[src/text_console_char_writer_macros.svh]
// Assertion macros for the text console character writer.
// Used by the engine module; no other dependencies.
`ifndef TEXT_CONSOLE_CHAR_WRITER_MACROS_SVH
`define TEXT_CONSOLE_CHAR_WRITER_MACROS_SVH

// Consequent must hold in the same cycle as the antecedent.
`define TCW_ASSERT_NOW(label, clk, rst, ante, cons, msg) \
   label: assert property (@(posedge clk) disable iff (rst) (ante) |-> (cons)) \
      else $error(msg);

// Consequent must hold in the cycle after the antecedent.
`define TCW_ASSERT_NEXT(label, clk, rst, ante, cons, msg) \
   label: assert property (@(posedge clk) disable iff (rst) (ante) |=> (cons)) \
      else $error(msg);

// Consequent must hold after the non-overlapping implication and a further cycle delay operator.
`define TCW_ASSERT_NEXT2(label, clk, rst, ante, cons, msg) \
   label: assert property (@(posedge clk) disable iff (rst) (ante) |=> ##1 (cons)) \
      else $error(msg);

`endif

[src/tcw_pkg.sv]
// Shared constants, codes and types for the text console character writer.
// No dependencies.
package tcw_pkg;

   // screen geometry
   localparam int COLUMNS    = 80;
   localparam int ROWS       = 25;
   localparam int CELL_COUNT = ROWS * COLUMNS;
   localparam int CELL_AW    = $clog2(CELL_COUNT);
   localparam int CNT_W      = $clog2(CELL_COUNT + 1);
   localparam int COL_W      = $clog2(COLUMNS);
   localparam int ROW_W      = $clog2(ROWS);

   // item field widths
   localparam int CHAR_W     = 8;
   localparam int COLOR_W    = 8;
   localparam int CELL_W     = 16;
   localparam int INDEX_W    = 11;
   localparam int ROW_OUT_W  = 5;
   localparam int COL_OUT_W  = 7;

   // register port
   localparam int CSR_AW     = 3;
   localparam int CSR_DW     = 32;
   localparam int REG_IDX_W  = CSR_AW - 2;
   localparam logic [REG_IDX_W-1:0] REG_TEXT_COLOR = REG_IDX_W'(0);
   localparam logic [COLOR_W-1:0]   COLOR_RESET    = COLOR_W'(7);

   // item opcodes
   localparam logic OP_PUT  = 1'b0;
   localparam logic OP_READ = 1'b1;

   // character and cell codes
   localparam logic [CHAR_W-1:0] NEWLINE_CODE = CHAR_W'(10);
   localparam logic [CHAR_W-1:0] SPACE_CODE   = CHAR_W'(32);
   localparam logic [CELL_W-1:0] BLANK_CELL   = CELL_W'(16'h0720);

   // screen store access request
   typedef struct packed {
      logic               wr_en;
      logic [CELL_AW-1:0] wr_addr;
      logic [CELL_W-1:0]  wr_data;
      logic               rd_en;
      logic [CELL_AW-1:0] rd_addr;
   } ram_req_type;

   function automatic logic [CELL_W-1:0] make_cell(input logic [CHAR_W-1:0] ch,
                                                   input logic [COLOR_W-1:0] color);
      make_cell = {color, ch};
   endfunction

endpackage

[src/tcw_csr.sv]
// Register port: holds the text colour, written and read over an APB-style bus.
// Depends on tcw_pkg.
module tcw_csr (
   input  logic                        clock,
   input  logic                        reset,
   input  logic                        psel,
   input  logic                        penable,
   input  logic                        pwrite,
   input  logic [tcw_pkg::CSR_AW-1:0]  paddr,
   input  logic [tcw_pkg::CSR_DW-1:0]  pwdata,
   output logic [tcw_pkg::CSR_DW-1:0]  prdata,
   output logic                        pready,
   output logic [tcw_pkg::COLOR_W-1:0] text_color
);

   logic [tcw_pkg::COLOR_W-1:0]   text_color_ff;
   logic [tcw_pkg::REG_IDX_W-1:0] reg_idx;
   logic                          wr_fire;

   assign reg_idx = paddr[tcw_pkg::CSR_AW-1:2];
   assign pready  = 1'b1;
   assign wr_fire = psel && penable && pwrite;

   // colour register; writes to other indexes are dropped
   always_ff @(posedge clock) begin
      if (reset) begin
         text_color_ff <= tcw_pkg::COLOR_RESET;
      end else if (wr_fire && reg_idx == tcw_pkg::REG_TEXT_COLOR) begin
         text_color_ff <= pwdata[tcw_pkg::COLOR_W-1:0];
      end
   end

   // read mux
   always_comb begin
      unique case (reg_idx)
         tcw_pkg::REG_TEXT_COLOR: prdata = tcw_pkg::CSR_DW'(text_color_ff);
         default:                 prdata = '0;
      endcase
   end

   assign text_color = text_color_ff;

endmodule

[config.mk]
export PLATFORM = sky130hd
export DESIGN_NAME = tcw_csr
export DESIGN_NICKNAME = d
export VERILOG_FILES = /design/src/text_console_char_writer_macros.svh /design/src/tcw_pkg.sv /design/src/tcw_csr.sv
export SDC_FILE = /design/constraint.sdc
export NUM_CORES = 1
export LEC_CHECK = 0
export BUFFER_PORTS_ARGS = -buffer_cell sky130_fd_sc_hd__buf_2
export CAP_MARGIN = 20
export CORE_MARGIN = 1.5
export CORE_UTILIZATION = 29
export CTS_BUF_LIST = sky130_fd_sc_hd__clkbuf_8
export DETAILED_ROUTE_END_ITERATION = 7
export PLACE_DENSITY = 0.81
export SLEW_MARGIN = 20
export SYNTH_ARGS = -nofsm -noshare
export SYNTH_HDL_FRONTEND = slang
export SYNTH_SLANG_ARGS = --single-unit
[constraint.sdc]
create_clock -name clock -period 0.8 [get_ports clock]
set_input_delay 0.12 -clock clock [delete_from_list [all_inputs] [get_ports clock]]
set_output_delay 0.12 -clock clock [all_outputs]
set_load 0.1 [all_outputs]
==> impl_metrics.json <==
{
  "status": "finished with violations",
  "violations": "setup timing",
  "p_per_area_nw_per_um2": 1592,
  "top_layer": "met3",
  "die_y_um": 49.08,
  "cts_made_buffers": 3,
  "fin_util": 0.5676,
  "path_clk_slew_ns": 0.04,
  "critPathRequiredTime_ns": 0.68,
  "fmax_ghz": 0.9801,
  "root_buffer": "clkbuf_8",
  "slowest_delay_ns": 0.35,
  "grt_overflow_total": 0,
  "maxSlewViolCount": 0,
  "core_um2": 1982,
  "dp_hpwl_um": 1044,
  "grt_pass1_wl_um": 1987,
  "leakage_nw": 0.5160,
  "synth_area_leaders": "buf_4, dfxtp_1, mux2i_1, and2b_2, nand2b_1",
  "hold_violations": 0,
  "path_max_fanout": 3,
  "fin_crit_sh": 1.275,
  "grt_max_degree": 17,
  "nFillCells": 185,
  "maxCapViolations": 0,
  "cts_tree": "done",
  "setup.worst_path.start_class": "flop",
  "die_x_um": 49.08,
  "clkLatencyLatePin_ns": 0.23,
  "grt_pass1_vias": 462,
  "m1WireLength_um": 422,
  "wl_met3_um": 105,
  "rows": 16,
  "vias_per_cell": 3.632,
  "synth.cell_area_um2": 615.6,
  "hold_buffers": 0,
  "avgSynthCellArea_um2": 8.794,
  "vias": 494,
  "yosys.cell_types.count": 10,
  "synthCells": 70,
  "yosysMostFrequentCell": "buf_4",
  "seq_area_frac_synth": 0.2602,
  "min_period_ns": 1.020,
  "h-tree-depth": 1,
  "path_cells": "and2b_4 > buf_12",
  "place_congestion": 0.6047,
  "finClkSkew_ns": 0,
  "yosys.area.top_type": "buf_4",
  "detailroute.wirelength.met2_um": 728,
  "ys.flop_type": "dfxtp_1",
  "hp-class": "in2reg",
  "synth-edff-count": 0,
  "ys_warn_count": 0,
  "area_growth_pct": 82.72,
  "io_pins": 81,
  "firstDrtPassIters": 4,
  "rsz0062_at_grt": "true",
  "n_antenna_cell": 0,
  "ir_drop_mv": 1.009,
  "setup_viol": 16,
  "cp-end-kind": "output port",
  "ant_nets": 0,
  "start_util": 0.3106,
  "wire_per_inst_um": 9.235,
  "clockBufferDepth": 2,
  "pre_cts_ws_ns": -0.1459,
  "hold_ws_ns": 0.1420,
  "dieArea_um2": 2408,
  "first_iter_violations": 6,
  "slowest_stage": "dfxtp_4",
  "drive_gt1_frac": 0.5413,
  "port_buffers": 29,
  "fin_ws_ns": -0.2203,
  "largest_register_ffs": 8,
  "antenna_found_initial": 0,
  "ys_seq_elements": 8,
  "cts_sinks": 8,
  "synth_commonest_cells": "buf_4, nand2b_1, and2b_2, dfxtp_1, mux2i_1",
  "wirelength_um": 1256,
  "grt_usage": 0.1133,
  "crit_type": "reg2out",
  "arrival_ns": 0.90,
  "synth.top_cell.area_share": 0.3049,
  "synthArstFlopShare": 0,
  "drc": 0,
  "fin_nets": 151
}
==> metrics by stage <==
stage          total power [mW]  instances  area, µm²  TNS [ns]
2_1_floorplan             1.226         93      742.0    -2.035
3_3_place_gp              1.285        132       1046    -1.678
3_5_place_dp              1.293        132       1046    -1.950
4_1_cts                   1.802        135       1106    -3.139
5_1_grt                   1.860        136       1125    -3.389
6_report                  1.791        136       1125    -2.992
==> critical path, delay by kind of cell, from the launching register on <==
family        cells  cell delay [ns]
buf+inv           1             0.16
simple gates      1             0.16
flops             1             0.35
==> cells in the final DEF, fill, tap and decap left out <==
cell type / netlist / routed
clkbuf_8: 0 / 3
buf_12: 0 / 17
buf_4: 25 / 2
dfxtp_4: 0 / 8
buf_2: 0 / 13
nor2_1: 6 / 6
buf_6: 1 / 8
and2b_4: 0 / 8
conb_1: 2 / 25
nand2b_1: 10 / 10
and4b_1: 1 / 1
mux2i_1: 8 / 8
==> layout make-up <==
type | count | area [µm²] | area share
well taps | 27 | 33.78 | 0.03003
repair buffers | 40 | 510.5 | 0.4538
clock buffers | 3 | 41.29 | 0.03671
flip-flops and latches | 8 | 190.2 | 0.1691
multi-input cells | 58 | 349.1 | 0.3103
==> cells by family (layout without fill, tap and decap cells) <==
logic type    after synthesis  after routing  synth area share
flops                       8              8            0.2602
buf+inv                    27             43            0.3293
simple gates               25             25            0.2683
other cells                 2             25           0.01220
mux                         8              8            0.1301
==> final timing paths <==
path / start / endpoint / slack [ns] / cells after the start
worst max-delay path: text_color[6] / prdata[6] / -0.22 / 2
worst min-delay path: pwdata[3] / text_color[3] / 0.14 / 3
worst max register to register: text_color[5] / text_color[5] / 0.03 / 4
worst min register to register: text_color[3] / text_color[3] / 0.51 / 2
==> report_power, final <==
part / leakage, nW / switching [mW] / internal [mW]
Sequential: 0.0685 / 0.00742 / 0.389
Combinational: 0.426 / 0.728 / 0.170
Clock: 0.0216 / 0.170 / 0.327
==> routing by layer <==
metal	global-route usage	up-vias
met5	0	-
met1	0.1055	213
met2	0.2117	35
li1	-	246
met4	0.07143	0
met3	0.03374	0
==> timing repair <==
action	in CTS	in global routing
setup endpoints to repair	16	16
buffers inserted	0	1
gates resized for setup	5	3
Note: power is estimated with default switching activity, not from simulation.
