===== config.mk =====
export PLATFORM = sky130hd
export DESIGN_NAME = tcw_engine
export DESIGN_NICKNAME = d
export VERILOG_FILES = /design/src/tcw_pkg.sv /design/src/tcw_engine.sv
export VERILOG_INCLUDE_DIRS = /design/src /design/src/src
export SDC_FILE = /design/constraint.sdc
export NUM_CORES = 1
export LEC_CHECK = 0
export BUFFER_PORTS_ARGS = -buffer_cell sky130_fd_sc_hd__buf_2
export CAP_MARGIN = 20
export CORE_ASPECT_RATIO = 1.25
export CORE_MARGIN = 5
export CORE_UTILIZATION = 35
export CTS_CLUSTER_DIAMETER = 200
export CTS_CLUSTER_SIZE = 14
export DETAILED_ROUTE_END_ITERATION = 8
export MAX_ROUTING_LAYER = met4
export PLACE_DENSITY = 0.55
export SYNTH_ARGS = -nofsm -noshare
export SYNTH_HDL_FRONTEND = slang
export SYNTH_SLANG_ARGS = --single-unit

===== constraint.sdc =====
create_clock -name clock -period 5.7 [get_ports clock]
set_input_delay 0.285 -clock clock [delete_from_list [all_inputs] [get_ports clock]]
set_output_delay 0.285 -clock clock [all_outputs]
set_load 0.02 [all_outputs]

===== src/text_console_char_writer_macros.svh =====
// Assertion macros for the text console character writer.
// Used by the engine module; no other dependencies.
`ifndef TEXT_CONSOLE_CHAR_WRITER_MACROS_SVH
`define TEXT_CONSOLE_CHAR_WRITER_MACROS_SVH

// Consequent must hold in the same cycle as the antecedent.
`define TCW_ASSERT_NOW(label, clk, rst, ante, cons, msg) \
   label: assert property (@(posedge clk) disable iff (rst) (ante) |-> (cons)) \
      else $error(msg);

// Consequent must hold in the cycle after the antecedent.
`define TCW_ASSERT_NEXT(label, clk, rst, ante, cons, msg) \
   label: assert property (@(posedge clk) disable iff (rst) (ante) |=> (cons)) \
      else $error(msg);

// Consequent must hold after the non-overlapping implication and a further cycle delay operator.
`define TCW_ASSERT_NEXT2(label, clk, rst, ante, cons, msg) \
   label: assert property (@(posedge clk) disable iff (rst) (ante) |=> ##1 (cons)) \
      else $error(msg);

`endif


===== src/tcw_pkg.sv =====
// Shared constants, codes and types for the text console character writer.
// No dependencies.
package tcw_pkg;

   // screen geometry
   localparam int COLUMNS    = 80;
   localparam int ROWS       = 25;
   localparam int CELL_COUNT = ROWS * COLUMNS;
   localparam int CELL_AW    = $clog2(CELL_COUNT);
   localparam int CNT_W      = $clog2(CELL_COUNT + 1);
   localparam int COL_W      = $clog2(COLUMNS);
   localparam int ROW_W      = $clog2(ROWS);

   // item field widths
   localparam int CHAR_W     = 8;
   localparam int COLOR_W    = 8;
   localparam int CELL_W     = 16;
   localparam int INDEX_W    = 11;
   localparam int ROW_OUT_W  = 5;
   localparam int COL_OUT_W  = 7;

   // register port
   localparam int CSR_AW     = 3;
   localparam int CSR_DW     = 32;
   localparam int REG_IDX_W  = CSR_AW - 2;
   localparam logic [REG_IDX_W-1:0] REG_TEXT_COLOR = REG_IDX_W'(0);
   localparam logic [COLOR_W-1:0]   COLOR_RESET    = COLOR_W'(7);

   // item opcodes
   localparam logic OP_PUT  = 1'b0;
   localparam logic OP_READ = 1'b1;

   // character and cell codes
   localparam logic [CHAR_W-1:0] NEWLINE_CODE = CHAR_W'(10);
   localparam logic [CHAR_W-1:0] SPACE_CODE   = CHAR_W'(32);
   localparam logic [CELL_W-1:0] BLANK_CELL   = CELL_W'(16'h0720);

   // screen store access request
   typedef struct packed {
      logic               wr_en;
      logic [CELL_AW-1:0] wr_addr;
      logic [CELL_W-1:0]  wr_data;
      logic               rd_en;
      logic [CELL_AW-1:0] rd_addr;
   } ram_req_type;

   function automatic logic [CELL_W-1:0] make_cell(input logic [CHAR_W-1:0] ch,
                                                   input logic [COLOR_W-1:0] color);
      make_cell = {color, ch};
   endfunction

endpackage


===== src/tcw_engine.sv =====
// Sequencer for the console: cursor tracking, put/read items, and the address
// counters (dst_ff shared by all) that drive the clear, scroll copy and row fill sweeps.
// Depends on tcw_pkg and text_console_char_writer_macros.svh.
`include "text_console_char_writer_macros.svh"

module tcw_engine (
   input  logic                          clock,
   input  logic                          reset,
   input  logic                          start,
   output logic                          busy,
   input  logic                          req_opcode,
   input  logic [tcw_pkg::CHAR_W-1:0]    req_char_code,
   input  logic [tcw_pkg::INDEX_W-1:0]   req_read_index,
   input  logic [tcw_pkg::COLOR_W-1:0]   text_color,
   output tcw_pkg::ram_req_type          ram_req,
   input  logic [tcw_pkg::CELL_W-1:0]    rd_data,
   output logic                          rsp_strobe,
   output logic [tcw_pkg::CELL_W-1:0]    rsp_cell_entry,
   output logic [tcw_pkg::ROW_OUT_W-1:0] rsp_cursor_row_out,
   output logic [tcw_pkg::COL_OUT_W-1:0] rsp_cursor_column_out,
   output logic                          rsp_scrolled
);

   typedef enum logic [1:0] {ST_IDLE, ST_READ, ST_COPY, ST_FILL} state_type;

   state_type                        state_ff;
   logic [tcw_pkg::ROW_W-1:0]        row_ff;
   logic [tcw_pkg::COL_W-1:0]        col_ff;
   logic [tcw_pkg::CELL_AW-1:0]      row_base_ff;
   logic [tcw_pkg::CNT_W-1:0]        src_ff;
   logic [tcw_pkg::CNT_W-1:0]        dst_ff;
   logic                             rd_valid_ff;
   logic                             scroll_ff;
   logic                             oob_ff;
   logic [tcw_pkg::CELL_W-1:0]       fill_ff;
   logic                             strobe_ff;
   logic [tcw_pkg::CELL_W-1:0]       cell_ff;
   logic [tcw_pkg::ROW_OUT_W-1:0]    row_out_ff;
   logic [tcw_pkg::COL_OUT_W-1:0]    col_out_ff;
   logic                             scrolled_ff;

   logic                             accept;
   logic                             is_put;
   logic                             is_newline;
   logic [tcw_pkg::COL_W:0]          col_inc;
   logic                             wrap;
   logic                             last_row;
   logic                             do_scroll;
   logic                             in_range;
   logic                             src_live;
   logic [tcw_pkg::ROW_W-1:0]        row_in;
   logic [tcw_pkg::COL_W-1:0]        col_in;
   logic [tcw_pkg::CELL_AW-1:0]      row_base_in;
   logic [tcw_pkg::CELL_W-1:0]       new_cell;

   assign busy       = (state_ff != ST_IDLE);
   assign accept     = start && !busy;
   assign is_put     = accept && req_opcode == tcw_pkg::OP_PUT;
   assign is_newline = (req_char_code == tcw_pkg::NEWLINE_CODE);
   assign new_cell   = tcw_pkg::make_cell(req_char_code, text_color);
   assign in_range   = (32'(req_read_index) < 32'(tcw_pkg::CELL_COUNT));
   assign src_live   = (src_ff < tcw_pkg::CNT_W'(tcw_pkg::CELL_COUNT));

   // next cursor position for a put item
   always_comb begin
      col_inc     = {1'b0, col_ff} + (tcw_pkg::COL_W + 1)'(1);
      wrap        = is_newline || col_inc == (tcw_pkg::COL_W + 1)'(tcw_pkg::COLUMNS);
      last_row    = (row_ff == tcw_pkg::ROW_W'(tcw_pkg::ROWS - 1));
      do_scroll   = is_put && wrap && last_row;
      row_in      = row_ff;
      row_base_in = row_base_ff;
      col_in      = col_inc[tcw_pkg::COL_W-1:0];
      if (wrap) begin
         col_in = '0;
         if (!last_row) begin
            row_in      = row_ff + tcw_pkg::ROW_W'(1);
            row_base_in = row_base_ff + tcw_pkg::CELL_AW'(tcw_pkg::COLUMNS);
         end
      end
   end

   // screen store requests
   always_comb begin
      ram_req = '0;
      unique case (state_ff)
         ST_IDLE: begin
            if (is_put && !is_newline) begin
               ram_req.wr_en   = 1'b1;
               ram_req.wr_addr = row_base_ff + tcw_pkg::CELL_AW'(col_ff);
               ram_req.wr_data = new_cell;
            end
            if (accept && req_opcode == tcw_pkg::OP_READ) begin
               ram_req.rd_en   = 1'b1;
               ram_req.rd_addr = in_range ? tcw_pkg::CELL_AW'(req_read_index) : '0;
            end
         end
         ST_READ: begin
            ram_req = '0;
         end
         ST_COPY: begin
            ram_req.rd_en   = src_live;
            ram_req.rd_addr = src_ff[tcw_pkg::CELL_AW-1:0];
            ram_req.wr_en   = rd_valid_ff;
            ram_req.wr_addr = dst_ff[tcw_pkg::CELL_AW-1:0];
            ram_req.wr_data = rd_data;
         end
         ST_FILL: begin
            ram_req.wr_en   = 1'b1;
            ram_req.wr_addr = dst_ff[tcw_pkg::CELL_AW-1:0];
            ram_req.wr_data = fill_ff;
         end
         default: ram_req = '0;
      endcase
   end

   // state, cursor, sweep counters and result register
   always_ff @(posedge clock) begin
      if (reset) begin
         state_ff    <= ST_FILL;
         row_ff      <= '0;
         col_ff      <= '0;
         row_base_ff <= '0;
         src_ff      <= '0;
         dst_ff      <= '0;
         rd_valid_ff <= 1'b0;
         scroll_ff   <= 1'b0;
         fill_ff     <= tcw_pkg::BLANK_CELL;
         strobe_ff   <= 1'b0;
      end else begin
         strobe_ff <= 1'b0;
         unique case (state_ff)
            ST_IDLE: begin
               if (accept && req_opcode == tcw_pkg::OP_READ) begin
                  oob_ff   <= !in_range;
                  state_ff <= ST_READ;
               end else if (is_put) begin
                  row_ff      <= row_in;
                  col_ff      <= col_in;
                  row_base_ff <= row_base_in;
                  cell_ff     <= is_newline ? '0 : new_cell;
                  row_out_ff  <= tcw_pkg::ROW_OUT_W'(row_in);
                  col_out_ff  <= tcw_pkg::COL_OUT_W'(col_in);
                  scrolled_ff <= do_scroll;
                  if (do_scroll) begin
                     state_ff    <= ST_COPY;
                     src_ff      <= tcw_pkg::CNT_W'(tcw_pkg::COLUMNS);
                     dst_ff      <= '0;
                     rd_valid_ff <= 1'b0;
                     scroll_ff   <= 1'b1;
                     fill_ff     <= tcw_pkg::make_cell(tcw_pkg::SPACE_CODE, text_color);
                  end else begin
                     strobe_ff <= 1'b1;
                  end
               end
            end
            ST_READ: begin
               cell_ff     <= oob_ff ? '0 : rd_data;
               row_out_ff  <= tcw_pkg::ROW_OUT_W'(row_ff);
               col_out_ff  <= tcw_pkg::COL_OUT_W'(col_ff);
               scrolled_ff <= 1'b0;
               strobe_ff   <= 1'b1;
               state_ff    <= ST_IDLE;
            end
            ST_COPY: begin
               // read one row down, write in the following cycle
               if (src_live) begin
                  src_ff <= src_ff + tcw_pkg::CNT_W'(1);
               end
               rd_valid_ff <= src_live;
               if (rd_valid_ff) begin
                  dst_ff <= dst_ff + tcw_pkg::CNT_W'(1);
                  if (dst_ff == tcw_pkg::CNT_W'(tcw_pkg::CELL_COUNT - tcw_pkg::COLUMNS - 1)) begin
                     state_ff <= ST_FILL;
                  end
               end
            end
            ST_FILL: begin
               dst_ff <= dst_ff + tcw_pkg::CNT_W'(1);
               if (dst_ff == tcw_pkg::CNT_W'(tcw_pkg::CELL_COUNT - 1)) begin
                  state_ff  <= ST_IDLE;
                  strobe_ff <= scroll_ff;
                  scroll_ff <= 1'b0;
               end
            end
            default: state_ff <= ST_IDLE;
         endcase
      end
   end

   assign rsp_strobe            = strobe_ff;
   assign rsp_cell_entry        = cell_ff;
   assign rsp_cursor_row_out    = row_out_ff;
   assign rsp_cursor_column_out = col_out_ff;
   assign rsp_scrolled          = scrolled_ff;

   // checks
   `TCW_ASSERT_NEXT(a_put_result, clock, reset, is_put && !do_scroll, rsp_strobe, "put item without scroll gave no result next cycle")
   `TCW_ASSERT_NEXT2(a_read_result, clock, reset, accept && req_opcode == tcw_pkg::OP_READ, rsp_strobe, "read item gave no result two cycles later")
   `TCW_ASSERT_NOW(a_copy_bound, clock, reset, state_ff == ST_COPY && ram_req.wr_en, dst_ff < tcw_pkg::CNT_W'(tcw_pkg::CELL_COUNT - tcw_pkg::COLUMNS), "scroll copy wrote into the last row")
   `TCW_ASSERT_NOW(a_row_base, clock, reset, 1'b1, 32'(row_base_ff) == 32'(row_ff) * 32'(tcw_pkg::COLUMNS), "row base out of step with cursor row")

endmodule


==> flow_metrics.py, run 1 <==
metrics = {
    "timing": {
        "clock_skew_ns": 0.00587,
        "fin_crit_sh_pct": 57.1,
        "rsz0062_at_grt": "no",
        "timing_worst_slew_pin_value_ns": 1.03,
        "timing.setup.tns_ns": 0,
        "min_period_ns": 3.26,
        "drv_slew": 0,
        "setup_viol": 0,
        "fmax_mhz": 307,
        "fin_ws_ns": 2.44,
        "hold_viol": 0,
        "relSlewSlack_pct": 31.3,
    },
    "outcome": {
        "status": "completed",
    },
    "routing": {
        "drt_first_pass_iters": 4,
        "drt_iter0_drc": 331,
        "routedWlPerCell_um": 17.2,
        "ant_nets": 0,
        "num_vias": 4223,
        "wl_um": 13400,
        "drc": 0,
        "via_per_inst": 5.44,
    },
    "synthesis": {
        "yosysSeqAreaShare_pct": 42.6,
        "synthArstFlopShare_pct": 0,
        "ys_seq_elements": 84,
        "synth-edff-count": 30,
        "syn-num-nets": 557,
        "syn_area_sq_um": 4650,
        "synth_top_family_by_area": "simple AND/OR/NAND/NOR gates",
        "synthXorXnorAreaFrac_pct": 4.90,
        "synth_compound_area_share_pct": 20.2,
        "syn_inst": 500,
        "yosys_warnings": 0,
        "avgSynthCellArea_sq_um": 9.30,
        "synth_mux_area_share_pct": 3.80,
        "synth_cell_types": 60,
        "synth_fa_ha_area_share_pct": 2.85,
        "synth-simple-area-share_pct": 21.3,
        "synth_ff_type": "dfxtp_1",
    },
    "clocking": {
        "htree_levels": 3,
        "post_cts_resized": 0,
        "cts_root_buf": "clkbuf_16",
        "cts_setup_buffers": 0,
        "ctsHoldBuffers": 0,
        "cts_buffers": 9,
        "clk_path_buf_depth": 2,
        "tritoncts": "done",
        "clk_latency_ns": 0.34,
        "clkSinkCount": 84,
        "clkTransAtPathRegs_ns": 0.06,
    },
    "power": {
        "power_frac_comb_pct": 3.6,
        "seq_power_share_pct": 46.9,
        "leakage_nw": 2.30,
        "switching_share_pct": 19.7,
        "p_per_area_nw_per_um2": 234,
        "p_int_w": 0.00106,
        "p_sw_w": 0.000262,
        "p_clk_share_pct": 49.5,
        "ir_drop_v": 0.000102,
    },
    "global_routing": {
        "first_global_vias": 4108,
        "grt_max_degree": 59,
        "grt_overflow": 0,
        "grt_pass1_wl_um": 21500,
        "antenna_found_initial": 0,
        "grt.total_usage_pct": 17.4,
    },
    "layout": {
        "nets": 658,
        "final_common_cell": "buf_2",
        "area_delta_synth_final_pct": 22.2,
        "finalInstanceArea_sq_um": 5680,
        "diodes": 0,
        "drive_gt1_share_pct": 25.2,
        "mostFrequentLayoutCells": "buf_2, dfxtp_1, nand2_1",
    },
    "hold_path": {
        "hp-start": "text_color[4]",
        "worstHoldPathType": "primary input to register",
    },
    "floorplan": {
        "core.rowCount": 47,
        "die_w_um": 113,
        "num_io_pins": 118,
        "die_h_um": 139,
        "dieArea_sq_um": 15700,
        "core-area_sq_um": 13100,
        "start_util_pct": 35.4,
    },
    "place": {
        "gp_congestion": 0.829,
        "preCtsSetupSlack_ns": 2.61,
        "placed_cell_area_sq_um": 5350,
        "port_buffers": 117,
        "dp_hpwl_um": 9740,
    },
    "worst_setup_path": {
        "cpPeakStageDelay_ns": 0.59,
        "critical_path.cell_chain": "nor2_1 -> nand2_1 -> nor2_1 -> buf_4 -> nand2_1 -> o21ai_0 -> buf_2",
        "crit_fanout": 23,
        "cp.arrival_ns": 2.97,
        "cp.required_ns": 5.41,
        "end_kind": "output pin",
        "r2r-start": "state_ff[1]",
        "crit_path_start_kind": "register",
        "critPathKind": "register to output pin",
        "critPathSlowestCell": "dfxtp_1",
        "critPathLaunch": "state_ff[1]",
    },
    "run": {
        "maxCapViolCount": 0,
    },
}
synth_stat cells, drive strengths merged, types with 11 or more instances:
cell,number,area [sq um]
dfxtp,54,1080
nand2,46,173
a22o,39,342
nor2,32,120
a21oi,31,155
edfxtp,30,901
nor3,26,130
o21ai,26,134
nand3,24,125
clkbuf,19,71.3
buf,16,93.8
xor2,16,140
mux2i,15,154
nand3b,11,82.6
metal layers:
layer | GRT usage (%) | wire, um | vias up
met4 | 6.39 | 231 | 0
met5 | - | 0 | -
met2 | 27.8 | 6460 | 109
li1 | - | - | 2073
met3 | 3.01 | 705 | 16
met1 | 22.0 | 5980 | 2025
metrics by stage:
step / util, % / hold slack, ns / total power [W] / instances
2_1_floorplan: - / 0.432 / 0.000653 / 500
3_3_place_gp: 40.8 / 0.446 / 0.000682 / 761
3_5_place_dp: 40.8 / 0.454 / 0.000682 / 761
4_1_cts: 43.3 / 0.218 / 0.00134 / 777
5_1_grt: 43.3 / 0.253 / 0.00137 / 777
6_report: 43.3 / 0.229 / 0.00133 / 777
cell families (layout without fill, tap and decap cells):
kind of cell | Yosys count | after routing
adder cells (fa/ha/maj) | 10 | 10
AO/OA/AOI/OAI | 132 | 132
AND/OR/NAND/NOR | 187 | 187
buffers and inverters | 44 | 150
XOR/XNOR | 26 | 26
multiplexers | 17 | 17
flip-flops | 84 | 84
critical path: cells and delay by family (launching register included):
kind	cells	cell delay, ns
buffers and inverters	2	0.56
DFF	1	0.59
AOI/OAI and AO/OA	1	0.10
and+or+nand+nor	4	1.39
power groups by stage:
stage | Combinational, W | Clock [W] | Sequential [W]
after detailed placement | 0.0000475 | 0 | 0.000635
after global routing | 0.0000517 | 0.000692 | 0.000622
after CTS | 0.0000475 | 0.000671 | 0.000622
after global placement | 0.0000469 | 0 | 0.000635
after floorplan | 0.0000187 | 0 | 0.000634
final | 0.0000475 | 0.000657 | 0.000622
layout make-up:
class                      count  area [sq um]
tap                          171           214
fill                        1287          7430
multi-input combinational    372          2470
inverter                       9          33.8
clock inverter                 6           103
timing repair buffer         125           646
sequential                    84          1980
clock buffer                  10           229
flip-flops by register name (all words and copies together) (netlist names):
name,cells
dst_ff,11
rsp_cursor_column_out,7
row_ff,5
rd_valid_ff,1
rsp_cursor_row_out,5
col_ff,7
rsp_scrolled,1
rsp_strobe,1
row_base_ff,7
rsp_cell_entry,16
scroll_ff,1
oob_ff,1
fill_ff,8
src_ff,11
state_ff,2
final timing paths:
path / endpoint / slack, ns / cells after the start
max: ram_req[27] / 2.44 / 7
min: fill_ff[12] / 0.23 / 3
max reg2reg: fill_ff[15] / 2.64 / 5
min reg2reg: fill_ff[9] / 0.46 / 1
No activity file was read; power rests on OpenSTA's default activity.
==> inputs of run 2 (changes only) <==
==> constraint.sdc (replaced) <==
create_clock -name clock -period 3.3 [get_ports clock]
set_input_delay 0.165 -clock clock [delete_from_list [all_inputs] [get_ports clock]]
set_output_delay 0.165 -clock clock [all_outputs]
set_load 0.02 [all_outputs]
==> run 2 against run 1 <==
Non-clock buffer count increased by 7. Sequential share of layout area fell by 0.069 points. Clock power is 51% higher. Hold slack got worse by 0.12 ns. Sequential power is 72% higher. First-iteration DRC count shrank 23%. Flip-flop and latch count is the same. Critical path type unchanged. Critical endpoint unchanged. Largest cell class unchanged.
==> flow_metrics.py, run 2 (synthesis results as in run 1) <==
metrics = {
    "power": {
        "p_per_area_nw_per_um2": 377,
        "power_frac_comb_pct": 3.9,
        "seq_power_share_pct": 50.0,
        "ir_drop_v": 0.000210,
        "p_sw_w": 0.000461,
        "switching_share_pct": 21.5,
        "p_clk_share_pct": 46.1,
        "leakage_nw": 2.32,
        "p_int_w": 0.00169,
    },
    "routing": {
        "wl_met3_um": 755,
        "met1_length_um": 6050,
        "drt_first_pass_iters": 4,
        "wl_met2_um": 6400,
        "via_per_inst": 5.39,
        "top_layer": "met4",
        "num_vias": 4229,
        "routedWlPerCell_um": 17.1,
        "drc": 0,
        "ant_nets": 0,
        "drt_iter0_drc": 255,
        "wl_um": 13400,
    },
    "floorplan": {
        "core-area_sq_um": 13100,
        "num_io_pins": 118,
        "core.rowCount": 47,
        "start_util_pct": 35.4,
        "dieArea_sq_um": 15700,
        "die_w_um": 113,
        "die_h_um": 139,
    },
    "layout": {
        "drive_gt1_share_pct": 26.4,
        "nets": 665,
        "area_delta_synth_final_pct": 22.4,
        "mostFrequentLayoutCells": "buf_2, dfxtp_1, nand2_1",
        "final_cells": 784,
        "diodes": 0,
        "final_common_cell": "buf_2",
        "largest_reg_flops": 16,
        "utilization_pct": 43.4,
    },
    "place": {
        "place_inst": 768,
        "dp_hpwl_um": 9930,
        "port_buffers": 117,
        "gp_congestion": 0.870,
    },
    "outcome": {
        "status": "completed",
    },
    "worst_setup_path": {
        "crit_family": "simple AND/OR/NAND/NOR gates",
        "critPathKind": "register to output pin",
        "crit_fanout": 16,
        "reg2reg_depth": 6,
        "crit_path_start_kind": "register",
        "critPathSlowestCell": "nor2_1",
        "critical_path.cell_chain": "nor2_1 -> nand2_1 -> nor2_1 -> buf_4 -> nand2_1 -> o21ai_0 -> buf_2",
        "cp.depth": 7,
        "end_kind": "output pin",
        "cp_num_buf_inv": 2,
        "cp.required_ns": 3.13,
        "cp.arrival_ns": 2.49,
        "cpPeakStageDelay_ns": 0.48,
    },
    "timing": {
        "timing.setup.tns_ns": 0,
        "rsz0062_at_grt": "no",
        "relSlewSlack_pct": 50.4,
        "fmax_mhz": 377,
        "min_period_ns": 2.65,
        "clock_skew_ns": 0.00527,
        "timing_worst_slew_pin_value_ns": 0.742,
        "hold_viol": 0,
        "setup_viol": 0,
        "fin_crit_sh_pct": 80.3,
        "drv_slew": 0,
    },
    "hold_path": {
        "min_path_cells": 3,
        "worstHoldPathType": "primary input to register",
    },
    "global_routing": {
        "grt.total_usage_pct": 17.5,
        "first_global_vias": 4193,
        "grt_overflow": 0,
        "grt_max_degree": 44,
        "grt_pass1_wl_um": 21800,
        "antenna_found_initial": 0,
    },
    "clocking": {
        "htree_levels": 3,
        "clkSinkCount": 84,
        "clkTransAtPathRegs_ns": 0.06,
        "tritoncts": "done",
        "cts_root_buf": "clkbuf_16",
        "clk_latency_ns": 0.34,
        "cts_setup_buffers": 0,
        "clk_path_buf_depth": 2,
        "ctsHoldBuffers": 0,
        "post_cts_resized": 0,
        "cts_buffers": 9,
    },
    "run": {
        "maxCapViolCount": 0,
    },
}
## run 2: changes by cell type in the layout (fill, tap and decap cells not counted)
cell / change
clkinv_1: -2
clkinv_2: +4
buf_4: +7
nor3_2: -1
nor3_4: +1
bufinv_16: -2
## run 2: path summary, 6_finish.rpt
path / start / to / slack [ns]
max: state_ff[1] / ram_req[27] / 0.65
min: text_color[6] / fill_ff[14] / 0.11
max reg2reg: col_ff[0] / rsp_cursor_row_out[1] / 0.90
min reg2reg: fill_ff[8] / fill_ff[8] / 0.46
## run 2: power groups by stage
stage | clock (W) | sequential (W) | combinational, W
after floorplan | 0 | 0.00110 | 0.0000324
final | 0.000989 | 0.00107 | 0.0000841
after global placement | 0 | 0.00110 | 0.0000834
after global routing | 0.00105 | 0.00107 | 0.0000925
after CTS | 0.00101 | 0.00107 | 0.0000847
after detailed placement | 0 | 0.00110 | 0.0000843
## run 2: metal layers
layer  global-route usage [%]  vias to the layer above
li1                         -                     2090
met1                     22.3                     2019
met2                     28.2                      106
met3                     3.58                       14
met4                     4.87                        0
met5                        -                        -
## run 2: tightest hold or removal path, stage by stage
cell and delay, ns:
buf_2 0.11, mux2i_1 0.07, nor2_1 0.07
## run 2: metrics by stage
step	hold slack, ns	cell area (sq um)	power [W]	setup WS [ns]
finish	0.110	5690	0.00215	0.649
global route	0.113	5690	0.00221	0.456
CTS	0.103	5690	0.00216	0.608
detailed placement	0.452	5410	0.00118	0.926
global placement	0.447	5410	0.00118	0.995
floorplan	0.312	4650	0.00113	0.607
## run 2: cell type report
cell class / instances / area [sq um]
Multi-Input combinational cell: 372 / 2480
Clock inverter: 6 / 55.1
Inverter: 9 / 33.8
Clock buffer: 10 / 229
Fill cell: 1304 / 7420
Tap cell: 171 / 214
Sequential cell: 84 / 1980
Timing Repair Buffer: 132 / 698
==> inputs of run 3 (changes only) <==
==> constraint.sdc (replaced) <==
create_clock -name clock -period 2.7 [get_ports clock]
set_input_delay 0.135 -clock clock [delete_from_list [all_inputs] [get_ports clock]]
set_output_delay 0.135 -clock clock [all_outputs]
set_load 0.02 [all_outputs]
==> run 3 against run 2 <==
Via count is 2.3% higher. Critical path type unchanged. Clock skew grew 0.0023 ns. Setup slack worse by 0.42 ns. Total power up 25%. Clock power up 27%. Cell area rose by 1.3%. Final cell count grew 0.89%. Core utilization rose by 0.58 points. Flip-flop and latch count stayed put. Hold slack worse by 0.039 ns.
==> flow_metrics.py, run 3 (synthesis results as in run 1) <==
metrics = {
    "outcome": {
        "status": "completed",
    },
    "floorplan": {
        "dieArea_sq_um": 15700,
        "core.rowCount": 47,
        "start_util_pct": 35.4,
        "num_io_pins": 118,
        "die_h_um": 139,
        "core-area_sq_um": 13100,
        "die_w_um": 113,
    },
    "global_routing": {
        "grt.total_usage_pct": 17.6,
        "grt_overflow": 0,
        "first_global_vias": 4211,
        "grt_pass1_wl_um": 21900,
        "antenna_found_initial": 0,
        "grt_max_degree": 58,
    },
    "routing": {
        "drt_first_pass_iters": 4,
        "ant_nets": 0,
        "via_per_inst": 5.47,
        "drc": 0,
        "wl_um": 13600,
        "num_vias": 4327,
        "routedWlPerCell_um": 17.2,
        "drt_iter0_drc": 198,
    },
    "clocking": {
        "post_cts_resized": 0,
        "cts_root_buf": "clkbuf_16",
        "clkSinkCount": 84,
        "cts_setup_buffers": 0,
        "clkTransAtPathRegs_ns": 0.06,
        "cts_buffers": 9,
        "tritoncts": "done",
        "htree_levels": 3,
        "clk_latency_ns": 0.33,
        "clk_path_buf_depth": 2,
        "ctsHoldBuffers": 0,
    },
    "layout": {
        "final_common_cell": "buf_2",
        "utilization_pct": 44.0,
        "finalInstanceArea_sq_um": 5770,
        "largest_reg_flops": 16,
        "nets": 672,
        "diodes": 0,
        "drive_gt1_share_pct": 26.9,
        "fillers": 1277,
        "area_delta_synth_final_pct": 24.1,
        "mostFrequentLayoutCells": "buf_2, dfxtp_1, nand2_1",
    },
    "power": {
        "leakage_nw": 2.35,
        "finalPower_w": 0.00268,
        "ir_drop_v": 0.000247,
        "p_per_area_nw_per_um2": 465,
    },
    "worst_setup_path": {
        "crit_path_start_kind": "register",
        "cp.arrival_ns": 2.33,
        "crit_fanout": 10,
        "end_kind": "output pin",
        "cp.required_ns": 2.57,
        "critPathKind": "register to output pin",
        "rrSetupSlack_ns": 0.38,
    },
    "run": {
        "maxCapViolCount": 0,
    },
    "timing": {
        "timing_worst_slew_pin_value_ns": 0.757,
        "min_period_ns": 2.47,
        "clock_skew_ns": 0.00762,
        "setup_viol": 0,
        "hold_viol": 0,
        "timing.setup.tns_ns": 0,
        "rsz0062_at_grt": "no",
        "fin_crit_sh_pct": 91.4,
        "fmax_mhz": 405,
        "relSlewSlack_pct": 49.4,
        "drv_slew": 0,
    },
    "place": {
        "dp_hpwl_um": 9800,
        "placed_cell_area_sq_um": 5450,
        "port_buffers": 117,
        "gp_congestion": 0.885,
    },
    "hold_path": {
        "worstHoldPathType": "primary input to register",
    },
}
## run 3: cell types whose count changed in the layout (fill, tap and decap cells not counted)
cell,previous run,this run
buf_4,15,22
clkbuf_1,1,3
clkinv_2,5,0
clkbuf_8,0,3
## run 3: layout make-up
cell class	instances	area, sq um	area share (%)
clock buffers	15	278	4.82
well taps	171	214	3.71
multi-input cells	372	2480	43.0
clock inverters	1	30.0	0.521
inverters	9	33.8	0.586
flip-flops and latches	84	1980	34.4
repair buffers	139	751	13.0
## run 3: power breakdown
part	switching (W)	leakage, nW	internal [W]
Combinational	0.0000572	1.49	0.0000441
Sequential	0.00000511	0.713	0.00131
Clock	0.000471	0.150	0.000794
## run 3: metal layers
metal | share of wire (%) | vias up | global-route usage, %
met5 | 0 | - | -
met4 | 0.83 | 0 | 4.18
met3 | 5.5 | 8 | 3.45
met2 | 49 | 137 | 28.7
met1 | 45 | 2081 | 22.7
li1 | - | 2101 | -
## run 3: worst paths after layout
kind	from	end	cells past startpoint
max	col_ff[4]	ram_req[38]	8
min	text_color[6]	fill_ff[14]	3
max reg2reg	col_ff[0]	rsp_cursor_row_out[1]	6
min reg2reg	fill_ff[8]	fill_ff[8]	1
## run 3: worst max-delay path, cell delays in order (launching register included)
cell and delay [ns]:
dfxtp_1 0.40, ha_1 0.27, fa_1 0.41, a21oi_1 0.16, nor2b_1 0.07, and3_1 0.19
xor2_1 0.14, a22o_1 0.20, buf_2 0.16
## run 3: per-stage QoR
stage | setup WS [ns] | hold slack (ns) | instances
6_report | 0.233 | 0.0708 | 791
5_1_grt | 0.0775 | 0.0884 | 791
2_1_floorplan | 0.00709 | 0.282 | 500
3_5_place_dp | 0.399 | 0.417 | 774
4_1_cts | 0.219 | 0.0636 | 790
3_3_place_gp | 0.492 | 0.416 | 774
